--- src/rtl/asgr_pkg.sv ---
`timescale 1ns / 1ps
package asgr_pkg;

  // ascii bytes used by the sequencer
  localparam logic [7:0] CH_ESC   = 8'h1B;
  localparam logic [7:0] CH_LBR   = 8'h5B;  // '['
  localparam logic [7:0] CH_SEMI  = 8'h3B;  // ';'
  localparam logic [7:0] CH_TERM  = 8'h6D;  // 'm'
  localparam logic [7:0] CH_TWO   = 8'h32;  // '2'
  localparam logic [7:0] CH_THREE = 8'h33;  // '3'
  localparam logic [7:0] CH_FOUR  = 8'h34;  // '4'
  localparam logic [7:0] CH_EIGHT = 8'h38;  // '8'
  localparam logic [3:0] DIGIT_HI = 4'h3;   // upper nibble of '0'..'9'

  localparam int unsigned STYLE_W = 7;
  localparam int unsigned RGB_W   = 24;

  localparam logic [23:0] WHITE_RGB = 24'hFFFFFF;
  localparam logic [23:0] BLACK_RGB = 24'h000000;

  // one request as handed from the front to the back
  typedef struct packed {
    logic [STYLE_W-1:0] style_diff;
    logic [STYLE_W-1:0] style_new;
    logic [RGB_W-1:0]   back_rgb;
    logic [RGB_W-1:0]   fore_rgb;
    logic               do_back;
    logic               do_fore;
  } job_t;

  // sgr code written when a style bit turns on
  function automatic logic [7:0] on_char(input logic [2:0] idx);
    logic [7:0] c;
    case (idx)
      3'd0:    c = 8'h31;  // bold
      3'd1:    c = 8'h34;  // underline
      3'd2:    c = 8'h33;  // italic
      3'd3:    c = 8'h39;  // strike
      3'd4:    c = 8'h35;  // blink
      3'd5:    c = 8'h37;  // inverse
      3'd6:    c = 8'h38;  // hidden
      default: c = 8'h30;
    endcase
    return c;
  endfunction

  // second digit of the "2x" off code
  function automatic logic [7:0] off_char(input logic [2:0] idx);
    logic [7:0] c;
    case (idx)
      3'd0:    c = 8'h32;
      3'd1:    c = 8'h34;
      3'd2:    c = 8'h33;
      3'd3:    c = 8'h39;
      3'd4:    c = 8'h35;
      3'd5:    c = 8'h37;
      3'd6:    c = 8'h38;
      default: c = 8'h30;
    endcase
    return c;
  endfunction

  // index of the lowest set bit
  function automatic logic [2:0] lowest_bit(input logic [STYLE_W-1:0] m);
    logic [2:0] idx;
    idx = 3'd0;
    for (int i = STYLE_W - 1; i >= 0; i--) begin
      if (m[i]) idx = 3'(i);
    end
    return idx;
  endfunction

  // double dabble: byte to three bcd digits {hundreds, tens, ones}
  function automatic logic [11:0] bin_to_bcd(input logic [7:0] v);
    logic [19:0] s;
    s = {12'd0, v};
    for (int i = 0; i < 8; i++) begin
      if (s[11:8]  >= 4'd5) s[11:8]  = s[11:8]  + 4'd3;
      if (s[15:12] >= 4'd5) s[15:12] = s[15:12] + 4'd3;
      if (s[19:16] >= 4'd5) s[19:16] = s[19:16] + 4'd3;
      s = s << 1;
    end
    return s[19:8];
  endfunction

endpackage

--- src/rtl/asgr_front.sv ---
`timescale 1ns / 1ps
module asgr_front (
  input  logic             clk,
  input  logic             rst_n,
  input  logic             in_valid,
  output logic             in_stall,
  input  logic [6:0]       in_style_mask,
  input  logic [7:0]       in_back_red,
  input  logic [7:0]       in_back_green,
  input  logic [7:0]       in_back_blue,
  input  logic [7:0]       in_fore_red,
  input  logic [7:0]       in_fore_green,
  input  logic [7:0]       in_fore_blue,
  input  logic             in_force_all,
  input  logic             in_frame_start,
  input  logic             q_full,
  output logic             q_push,
  output asgr_pkg::job_t   q_job
);
  import asgr_pkg::*;

  logic [STYLE_W-1:0] trk_style_r, trk_style_nxt;
  logic [RGB_W-1:0]   trk_back_r, trk_back_nxt;
  logic [RGB_W-1:0]   trk_fore_r, trk_fore_nxt;

  logic [STYLE_W-1:0] old_style;
  logic [RGB_W-1:0]   old_back, old_fore, cell_back, cell_fore;
  logic               accept, do_back, do_fore;

  assign in_stall  = q_full;
  assign accept    = in_valid && !q_full;
  assign cell_back = {in_back_red, in_back_green, in_back_blue};
  assign cell_fore = {in_fore_red, in_fore_green, in_fore_blue};

  // frame start sees the reset tracking
  assign old_style = in_frame_start ? '0        : trk_style_r;
  assign old_back  = in_frame_start ? BLACK_RGB : trk_back_r;
  assign old_fore  = in_frame_start ? WHITE_RGB : trk_fore_r;

  assign do_back = in_force_all || (cell_back != old_back);
  assign do_fore = in_force_all || (cell_fore != old_fore);

  // cells that change nothing are dropped here
  assign q_push = accept && ((in_style_mask != old_style) || do_back || do_fore);

  always_comb begin
    q_job.style_diff = in_style_mask ^ old_style;
    q_job.style_new  = in_style_mask;
    q_job.back_rgb   = cell_back;
    q_job.fore_rgb   = cell_fore;
    q_job.do_back    = do_back;
    q_job.do_fore    = do_fore;
  end

  // after any accepted cell the tracking equals that cell
  always_comb begin
    trk_style_nxt = trk_style_r;
    trk_back_nxt  = trk_back_r;
    trk_fore_nxt  = trk_fore_r;
    if (accept) begin
      trk_style_nxt = in_style_mask;
      trk_back_nxt  = cell_back;
      trk_fore_nxt  = cell_fore;
    end
  end

  always_ff @(posedge clk) begin
    if (!rst_n) begin
      trk_style_r <= '0;
      trk_back_r  <= BLACK_RGB;
      trk_fore_r  <= WHITE_RGB;
    end else begin
      trk_style_r <= trk_style_nxt;
      trk_back_r  <= trk_back_nxt;
      trk_fore_r  <= trk_fore_nxt;
    end
  end

endmodule

--- src/rtl/asgr_queue.sv ---
`timescale 1ns / 1ps
module asgr_queue #(
  parameter int unsigned DEPTH = 2
) (
  input  logic           clk,
  input  logic           rst_n,
  input  logic           push,
  input  asgr_pkg::job_t push_job,
  output logic           full,
  input  logic           pop,
  output logic           empty,
  output asgr_pkg::job_t head_job
);
  import asgr_pkg::*;

  localparam int unsigned PTR_W = (DEPTH > 1) ? $clog2(DEPTH) : 1;
  localparam int unsigned CNT_W = $clog2(DEPTH + 1);
  localparam logic [PTR_W-1:0] LAST_PTR = PTR_W'(DEPTH - 1);
  localparam logic [CNT_W-1:0] FULL_CNT = CNT_W'(DEPTH);

  job_t             slot_r [DEPTH];
  logic [PTR_W-1:0] wr_ptr_r, wr_ptr_nxt, rd_ptr_r, rd_ptr_nxt;
  logic [CNT_W-1:0] cnt_r, cnt_nxt;
  logic             do_push, do_pop;

  assign full     = (cnt_r == FULL_CNT);
  assign empty    = (cnt_r == '0);
  assign head_job = slot_r[rd_ptr_r];
  assign do_push  = push && !full;
  assign do_pop   = pop && !empty;

  always_comb begin
    wr_ptr_nxt = wr_ptr_r;
    rd_ptr_nxt = rd_ptr_r;
    cnt_nxt    = cnt_r;
    if (do_push) wr_ptr_nxt = (wr_ptr_r == LAST_PTR) ? '0 : wr_ptr_r + 1'b1;
    if (do_pop)  rd_ptr_nxt = (rd_ptr_r == LAST_PTR) ? '0 : rd_ptr_r + 1'b1;
    if (do_push && !do_pop)      cnt_nxt = cnt_r + 1'b1;
    else if (do_pop && !do_push) cnt_nxt = cnt_r - 1'b1;
  end

  always_ff @(posedge clk) begin
    if (!rst_n) begin
      wr_ptr_r <= '0;
      rd_ptr_r <= '0;
      cnt_r    <= '0;
    end else begin
      wr_ptr_r <= wr_ptr_nxt;
      rd_ptr_r <= rd_ptr_nxt;
      cnt_r    <= cnt_nxt;
    end
  end

  always_ff @(posedge clk) begin
    if (do_push) slot_r[wr_ptr_r] <= push_job;
  end

endmodule

--- src/rtl/asgr_back.sv ---
`timescale 1ns / 1ps
module asgr_back (
  input  logic           clk,
  input  logic           rst_n,
  input  logic           q_empty,
  input  asgr_pkg::job_t q_job,
  output logic           q_pop,
  output logic           out_valid,
  input  logic           out_stall,
  output logic [7:0]     out_byte,
  output logic           out_last_byte
);
  import asgr_pkg::*;

  typedef enum logic [3:0] {
    ST_IDLE,
    ST_LBR,
    ST_STYLE,
    ST_LEAD,
    ST_EIGHT,
    ST_SEPA,
    ST_TWO,
    ST_SEPB,
    ST_DIGIT,
    ST_SEPC
  } state_t;

  state_t             state_r, state_nxt;
  job_t               job_r, job_nxt;
  logic [STYLE_W-1:0] rem_r, rem_nxt, rem_clr;
  logic [1:0]         sub_r, sub_nxt;
  logic               col_r, col_nxt;
  logic [1:0]         comp_r, comp_nxt;
  logic [1:0]         dig_r, dig_nxt;
  logic               out_valid_r, out_valid_nxt;
  logic [7:0]         out_byte_r, out_byte_nxt;
  logic               out_last_r, out_last_nxt;

  logic               adv, emit, last_v;
  logic [7:0]         byte_v;
  logic [2:0]         bit_idx;
  logic               bit_new;
  logic [RGB_W-1:0]   rgb;
  logic [7:0]         comp_val;
  logic [11:0]        bcd;
  logic [1:0]         first_dig, eff_dig;
  logic [3:0]         dig_val;

  assign adv = !out_valid_r || !out_stall;

  assign bit_idx = lowest_bit(rem_r);
  assign bit_new = job_r.style_new[bit_idx];
  assign rem_clr = rem_r & (rem_r - 1'b1);

  assign rgb = col_r ? job_r.fore_rgb : job_r.back_rgb;
  always_comb begin
    case (comp_r)
      2'd0:    comp_val = rgb[23:16];
      2'd1:    comp_val = rgb[15:8];
      default: comp_val = rgb[7:0];
    endcase
  end
  assign bcd = bin_to_bcd(comp_val);

  // leading zeros are skipped
  assign first_dig = (comp_val >= 8'd100) ? 2'd0 : (comp_val >= 8'd10) ? 2'd1 : 2'd2;
  assign eff_dig   = (dig_r > first_dig) ? dig_r : first_dig;
  always_comb begin
    case (eff_dig)
      2'd0:    dig_val = bcd[11:8];
      2'd1:    dig_val = bcd[7:4];
      default: dig_val = bcd[3:0];
    endcase
  end

  always_comb begin
    state_nxt = state_r;
    job_nxt   = job_r;
    rem_nxt   = rem_r;
    sub_nxt   = sub_r;
    col_nxt   = col_r;
    comp_nxt  = comp_r;
    dig_nxt   = dig_r;
    emit      = 1'b1;
    last_v    = 1'b0;
    byte_v    = CH_SEMI;
    q_pop     = 1'b0;

    case (state_r)
      ST_IDLE: begin
        emit   = !q_empty;
        byte_v = CH_ESC;
        if (!q_empty) begin
          q_pop     = adv;
          job_nxt   = q_job;
          rem_nxt   = q_job.style_diff;
          state_nxt = ST_LBR;
        end
      end
      ST_LBR: begin
        byte_v = CH_LBR;
        if (rem_r != '0) begin
          sub_nxt   = 2'd0;
          state_nxt = ST_STYLE;
        end else begin
          col_nxt   = !job_r.do_back;
          state_nxt = ST_LEAD;
        end
      end
      ST_STYLE: begin
        if (sub_r == 2'd0) begin
          byte_v  = bit_new ? on_char(bit_idx) : CH_TWO;
          sub_nxt = 2'd1;
        end else if (sub_r == 2'd1 && !bit_new) begin
          byte_v  = off_char(bit_idx);
          sub_nxt = 2'd2;
        end else begin
          // separator or closing 'm' after this code
          rem_nxt = rem_clr;
          sub_nxt = 2'd0;
          if (rem_clr == '0) begin
            if (job_r.do_back || job_r.do_fore) begin
              byte_v    = CH_SEMI;
              col_nxt   = !job_r.do_back;
              state_nxt = ST_LEAD;
            end else begin
              byte_v    = CH_TERM;
              last_v    = 1'b1;
              state_nxt = ST_IDLE;
            end
          end else begin
            byte_v = CH_SEMI;
          end
        end
      end
      ST_LEAD: begin
        byte_v    = col_r ? CH_THREE : CH_FOUR;
        state_nxt = ST_EIGHT;
      end
      ST_EIGHT: begin
        byte_v    = CH_EIGHT;
        state_nxt = ST_SEPA;
      end
      ST_SEPA: begin
        byte_v    = CH_SEMI;
        state_nxt = ST_TWO;
      end
      ST_TWO: begin
        byte_v    = CH_TWO;
        state_nxt = ST_SEPB;
      end
      ST_SEPB: begin
        byte_v    = CH_SEMI;
        comp_nxt  = 2'd0;
        dig_nxt   = 2'd0;
        state_nxt = ST_DIGIT;
      end
      ST_DIGIT: begin
        byte_v  = {DIGIT_HI, dig_val};
        dig_nxt = eff_dig + 2'd1;
        if (eff_dig == 2'd2) state_nxt = ST_SEPC;
      end
      ST_SEPC: begin
        if (comp_r != 2'd2) begin
          byte_v    = CH_SEMI;
          comp_nxt  = comp_r + 2'd1;
          dig_nxt   = 2'd0;
          state_nxt = ST_DIGIT;
        end else if (!col_r && job_r.do_fore) begin
          byte_v    = CH_SEMI;
          col_nxt   = 1'b1;
          state_nxt = ST_LEAD;
        end else begin
          byte_v    = CH_TERM;
          last_v    = 1'b1;
          state_nxt = ST_IDLE;
        end
      end
      default: begin
        emit      = 1'b0;
        state_nxt = ST_IDLE;
      end
    endcase

    out_valid_nxt = out_valid_r;
    out_byte_nxt  = out_byte_r;
    out_last_nxt  = out_last_r;
    if (adv) begin
      out_valid_nxt = emit;
      out_byte_nxt  = byte_v;
      out_last_nxt  = last_v;
    end else begin
      // hold everything while the output is stalled
      state_nxt = state_r;
      job_nxt   = job_r;
      rem_nxt   = rem_r;
      sub_nxt   = sub_r;
      col_nxt   = col_r;
      comp_nxt  = comp_r;
      dig_nxt   = dig_r;
    end
  end

  always_ff @(posedge clk) begin
    if (!rst_n) begin
      state_r     <= ST_IDLE;
      out_valid_r <= 1'b0;
    end else begin
      state_r     <= state_nxt;
      out_valid_r <= out_valid_nxt;
    end
    job_r      <= job_nxt;
    rem_r      <= rem_nxt;
    sub_r      <= sub_nxt;
    col_r      <= col_nxt;
    comp_r     <= comp_nxt;
    dig_r      <= dig_nxt;
    out_byte_r <= out_byte_nxt;
    out_last_r <= out_last_nxt;
  end

  assign out_valid     = out_valid_r;
  assign out_byte      = out_byte_r;
  assign out_last_byte = out_last_r;

endmodule

--- src/rtl/ansi_sgr_color_delta_encoder.sv ---
`timescale 1ns / 1ps
// channel   handshake          payload
// input     in_valid/in_stall  in_style_mask, in_back_*, in_fore_*, in_force_all, in_frame_start
// output    out_valid/out_stall out_byte, out_last_byte
//
// one byte leaves per cycle while out_stall is low, and a cell gives 0 to 57 bytes;
// the byte sequencer in the back end sets that figure
// a cell that changes nothing is absorbed without a queue entry and gives no bytes
// reset (rst_n low at a clock edge) sets style 0, black background, white foreground
// and empties the request queue
// out_stall freezes the sequencer; the queue then fills and raises in_stall
module ansi_sgr_color_delta_encoder #(
  parameter int unsigned QUEUE_DEPTH = 2  // requests buffered between front and back
) (
  input  logic       clk,
  input  logic       rst_n,
  input  logic       in_valid,
  output logic       in_stall,
  input  logic [6:0] in_style_mask,
  input  logic [7:0] in_back_red,
  input  logic [7:0] in_back_green,
  input  logic [7:0] in_back_blue,
  input  logic [7:0] in_fore_red,
  input  logic [7:0] in_fore_green,
  input  logic [7:0] in_fore_blue,
  input  logic       in_force_all,
  input  logic       in_frame_start,
  output logic       out_valid,
  input  logic       out_stall,
  output logic [7:0] out_byte,
  output logic       out_last_byte
);
  import asgr_pkg::*;

  // front to queue
  logic q_push, q_full;
  job_t push_job;

  // queue to back
  logic q_pop, q_empty;
  job_t head_job;

  // front: tracks the last emitted attributes and decides what must be written;
  // it accepts a cell every cycle while the queue has room
  asgr_front u_front (
    .clk            (clk),
    .rst_n          (rst_n),
    .in_valid       (in_valid),
    .in_stall       (in_stall),
    .in_style_mask  (in_style_mask),
    .in_back_red    (in_back_red),
    .in_back_green  (in_back_green),
    .in_back_blue   (in_back_blue),
    .in_fore_red    (in_fore_red),
    .in_fore_green  (in_fore_green),
    .in_fore_blue   (in_fore_blue),
    .in_force_all   (in_force_all),
    .in_frame_start (in_frame_start),
    .q_full         (q_full),
    .q_push         (q_push),
    .q_job          (push_job)
  );

  // short request queue so both sides stall independently
  asgr_queue #(
    .DEPTH (QUEUE_DEPTH)
  ) u_queue (
    .clk      (clk),
    .rst_n    (rst_n),
    .push     (q_push),
    .push_job (push_job),
    .full     (q_full),
    .pop      (q_pop),
    .empty    (q_empty),
    .head_job (head_job)
  );

  // back: walks ESC '[' style codes, colors and 'm', one byte per cycle into
  // the output register while out_stall is low; a waiting request's ESC follows the 'm' with no gap
  asgr_back u_back (
    .clk           (clk),
    .rst_n         (rst_n),
    .q_empty       (q_empty),
    .q_job         (head_job),
    .q_pop         (q_pop),
    .out_valid     (out_valid),
    .out_stall     (out_stall),
    .out_byte      (out_byte),
    .out_last_byte (out_last_byte)
  );

endmodule
--- config.mk ---
export PLATFORM = sky130hd
export DESIGN_NAME = ansi_sgr_color_delta_encoder
export DESIGN_NICKNAME = d
export VERILOG_FILES = /design/src/rtl/asgr_pkg.sv /design/src/rtl/asgr_front.sv /design/src/rtl/asgr_queue.sv /design/src/rtl/asgr_back.sv /design/src/rtl/ansi_sgr_color_delta_encoder.sv
export SDC_FILE = /design/constraint.sdc
export NUM_CORES = 1
export LEC_CHECK = 0
export BUFFER_PORTS_ARGS = -buffer_cell sky130_fd_sc_hd__buf_2
export CAP_MARGIN = 20
export CORE_UTILIZATION = 58
export CTS_BUF_LIST = sky130_fd_sc_hd__clkbuf_2 sky130_fd_sc_hd__clkbuf_4 sky130_fd_sc_hd__clkbuf_8
export CTS_CLUSTER_SIZE = 28
export DETAILED_ROUTE_END_ITERATION = 16
export PLACE_DENSITY = 0.83
export SYNTH_ARGS = -nofsm -noshare
export SYNTH_HDL_FRONTEND = slang
export SYNTH_HIERARCHICAL = 1
export SYNTH_SLANG_ARGS = --single-unit
--- constraint.sdc ---
create_clock -name clk -period 14.55 [get_ports clk]
set_input_delay 1.455 -clock clk [delete_from_list [all_inputs] [get_ports clk]]
set_output_delay 1.455 -clock clk [all_outputs]
set_load 0.05 [all_outputs]
==> flow_summary.toml <==
[floorplanning]
die_h_microns = 155
initial_core_util = 0.596
fp.dieW_microns = 155
ioPinCount = 72
core_area_sq_um = 22800
fp.dieArea_sq_um = 24100
num_rows = 55

[sta]
worst_pin_slew_ns = 0.865
fmax_ghz = 0.140
finalClockSkew_ns = 0.0278
finalSetupTns_ns = 0
max_slew_margin = 0.423
min_period_ns = 7.13
whs_ns = 0.472
timing_hold_violations_final = 0
fin_crit_sh = 0.490
setup_viol = 0
slew_violations = 0
rsz0062_at_grt = "false"

[worst_setup_path]
r2r_start = "u_back/comp_r[0]"
critPathBufInv = 5
startpoint = "u_back/comp_r[0]"
cp.required_ns = 14.84
reg2regPathDepth = 32
path_common_cell = "ha_1"
crit_cells = 32
worstSetupEndpoint = "u_back/out_byte[2]"
r2r_setup_slack_ns = 7.42
arrival_ns = 7.42
slowest_delay_ns = 0.44
r2r_end = "u_back/out_byte[2]"
end_kind = "flop"
cpMaxStageDelayCell = "or3b_1"
crit_type = "flop to flop"
path_max_fanout = 16
start_kind = "flop"
critPathTopFamily = "compound AO/OA/AOI/OAI gates"

[flow_run]
cap_violations = 0

[global_route]
grtUsageTotal = 0.240
grt-ovfl-total = 0
grt_pass1_wl_microns = 45300
grt_max_degree = 66
grt_pass1_vias = 8605
antenna_found_initial = 0

[synth]
ys_types = 88
synth-seq-cells = 272
yosys_warnings = 6
ys_seq_area_frac = 0.552
syn-mean-instance-area_sq_um = 11.4
synthArstFlopShare = 0
syn_inst = 1197
synth_fp_nets = 1283
netlist.area_leader.share = 0.456
synth_simple_gate_area_share = 0.135
syn_area_sq_um = 13600
yosys.area.top_type = "edfxtp_1"
synth_compound_area_frac = 0.122
synthMuxAreaShare = 0.0774
ys_top_cells_by_count = "207 x edfxtp_1, 155 x nand2_1, 74 x mux2_2, 73 x nor2_1, 65 x dfxtp_1"
synth_edf_count = 207
synth_xor_area_frac = 0.0224
ys.flop_type = "edfxtp_1"
synthAdderAreaFrac = 0.0244
synth_area_leaders = "edfxtp_1 46%, dfxtp_1 9.6%, mux2_2 6.1%, nand2_1 4.3%, buf_4 3.3%"
synth_most_common_cell = "edfxtp_1"
synth_top_family_by_area = "simple AND/OR/NAND/NOR gates"

[detailed_routing]
drt-met1-wl_microns = 12500
drtIter0Drc = 825
ant_nets = 0
wl_microns = 28600
wl_met3_microns = 1690
dr_total_vias = 9164
drcViolationCount = 0
wl_met2_microns = 13800
via_per_inst = 5.89
drt_pre_antenna_iters = 5
wire_per_inst_microns = 18.4
highest_layer = "met4"

[pwr]
ir_drop_mv = 0.149
cellPowerDensity_nw_per_um2 = 222
power_uw = 3270
p_leak_uw = 0.00539

[placement]
placed_area_sq_um = 13700
dp_hpwl_microns = 18900
dp_cells = 1475
port_buffers = 70
gp_congestion = 0.889

[clocking]
cts_hold_buf = 0
cts_resized = 0
htreeDepth = 2
clk_latency_ns = 0.56
cts_root_buffer = "clkbuf_8"
clkSlewWorstSetupHoldPaths_ns = 0.07
cts_setup_buffers = 0
cts_tree = "done"
cts_buffer_depth = 3
numCtsBuffers = 44
cts_sinks = 272

[finish]
fin_area_sq_um = 14700
syn2layout_area_growth_pct = 8.01
fin_cells = 1557
num-nets-final = 1296
drive_above_1_share = 0.211
diodes = 0

[min_path]
hold_path_class = "flop to flop"

[outcome]
status = "finished clean"
[placed cells by master (no fill, tap or decap), drive strengths merged, types with 30 or more instances in the layout]
cell,count
edfxtp,207
inv,43
a21oi,32
clkbuf,60
mux2,76
dfxtp,65
nand3,30
nand2,155
buf,80
o21ai,32
nor2,75
a21boi,37
[per-layer routing]
metal | vias up | track usage
met3 | 53 | 0.0387
met1 | 4429 | 0.328
li1 | 4352 | -
met4 | 0 | 0.0710
met5 | - | 0
met2 | 330 | 0.396
[worst min-delay path by stage]
stage | end | slack (ns) | from | cells after the start
3_3_place_gp | u_front/trk_fore_r[5] | 0.45 | u_front/trk_fore_r[5] | 2
5_1_grt | u_front/trk_fore_r[5] | 0.50 | u_front/trk_fore_r[5] | 2
2_1_floorplan | u_front/trk_back_r[11] | 0.44 | u_front/trk_back_r[11] | 2
3_5_place_dp | u_front/trk_fore_r[5] | 0.47 | u_front/trk_fore_r[5] | 2
4_1_cts | u_front/trk_fore_r[5] | 0.47 | u_front/trk_fore_r[5] | 2
6_report | u_front/trk_style_r[3] | 0.47 | u_front/trk_style_r[3] | 2
[metrics by stage]
stage | utilization | worst slack, ns
2_1_floorplan | - | 7.17
5_1_grt | 0.644 | 6.90
4_1_cts | 0.642 | 7.49
3_3_place_gp | 0.600 | 7.85
3_5_place_dp | 0.600 | 7.57
6_report | 0.644 | 7.42
[state kept, by name, summed over array words and instances, names as in the netlist, named ones only]
register,flops
u_queue/slot_r,128
u_back/job_r,57
u_front/trk_back_r,24
u_front/trk_fore_r,24
u_back/out_byte,7
u_back/rem_r,7
u_front/trk_style_r,7
u_back/state_r,4
u_back/comp_r,2
u_back/dig_r,2
u_back/sub_r,2
u_queue/cnt_r,2
u_back/col_r,1
u_back/out_last_byte,1
u_back/out_valid,1
u_queue/rd_ptr_r,1
u_queue/wr_ptr_r,1
[worst min-delay path, delay by kind of cell, from the launching register on]
family	cells	cell delay [ns]
flops	1	0.31
simple gates	1	0.05
compound gates	1	0.07
[area by class of cell]
cell class              count  area (sq um)
clock buffers              60           769
flip-flops and latches    272          7520
multi-input cells         770          5230
inverters                  42           158
fillers                  1670          8140
clock inverters            20           195
repair buffers             80           450
well taps                 313           392
[cells by family (layout without fill, tap and decap cells)]
logic type                 Yosys count  count (layout)
AOI/OAI and AO/OA                  231             231
xor gates and xnor gates            34              34
adders and majority gates           27              27
buffers and inverters              155             202
DFF                                272             272
muxes                               93              93
other                                1               1
and+or+nand+nor                    384             384
[where the power goes]
group          leakage, uW  switching, uW  internal, uW
clock network     0.000505            301           401
registers          0.00245            114          1090
logic              0.00244            822           542
Note: power is estimated with default switching activity, not from simulation.
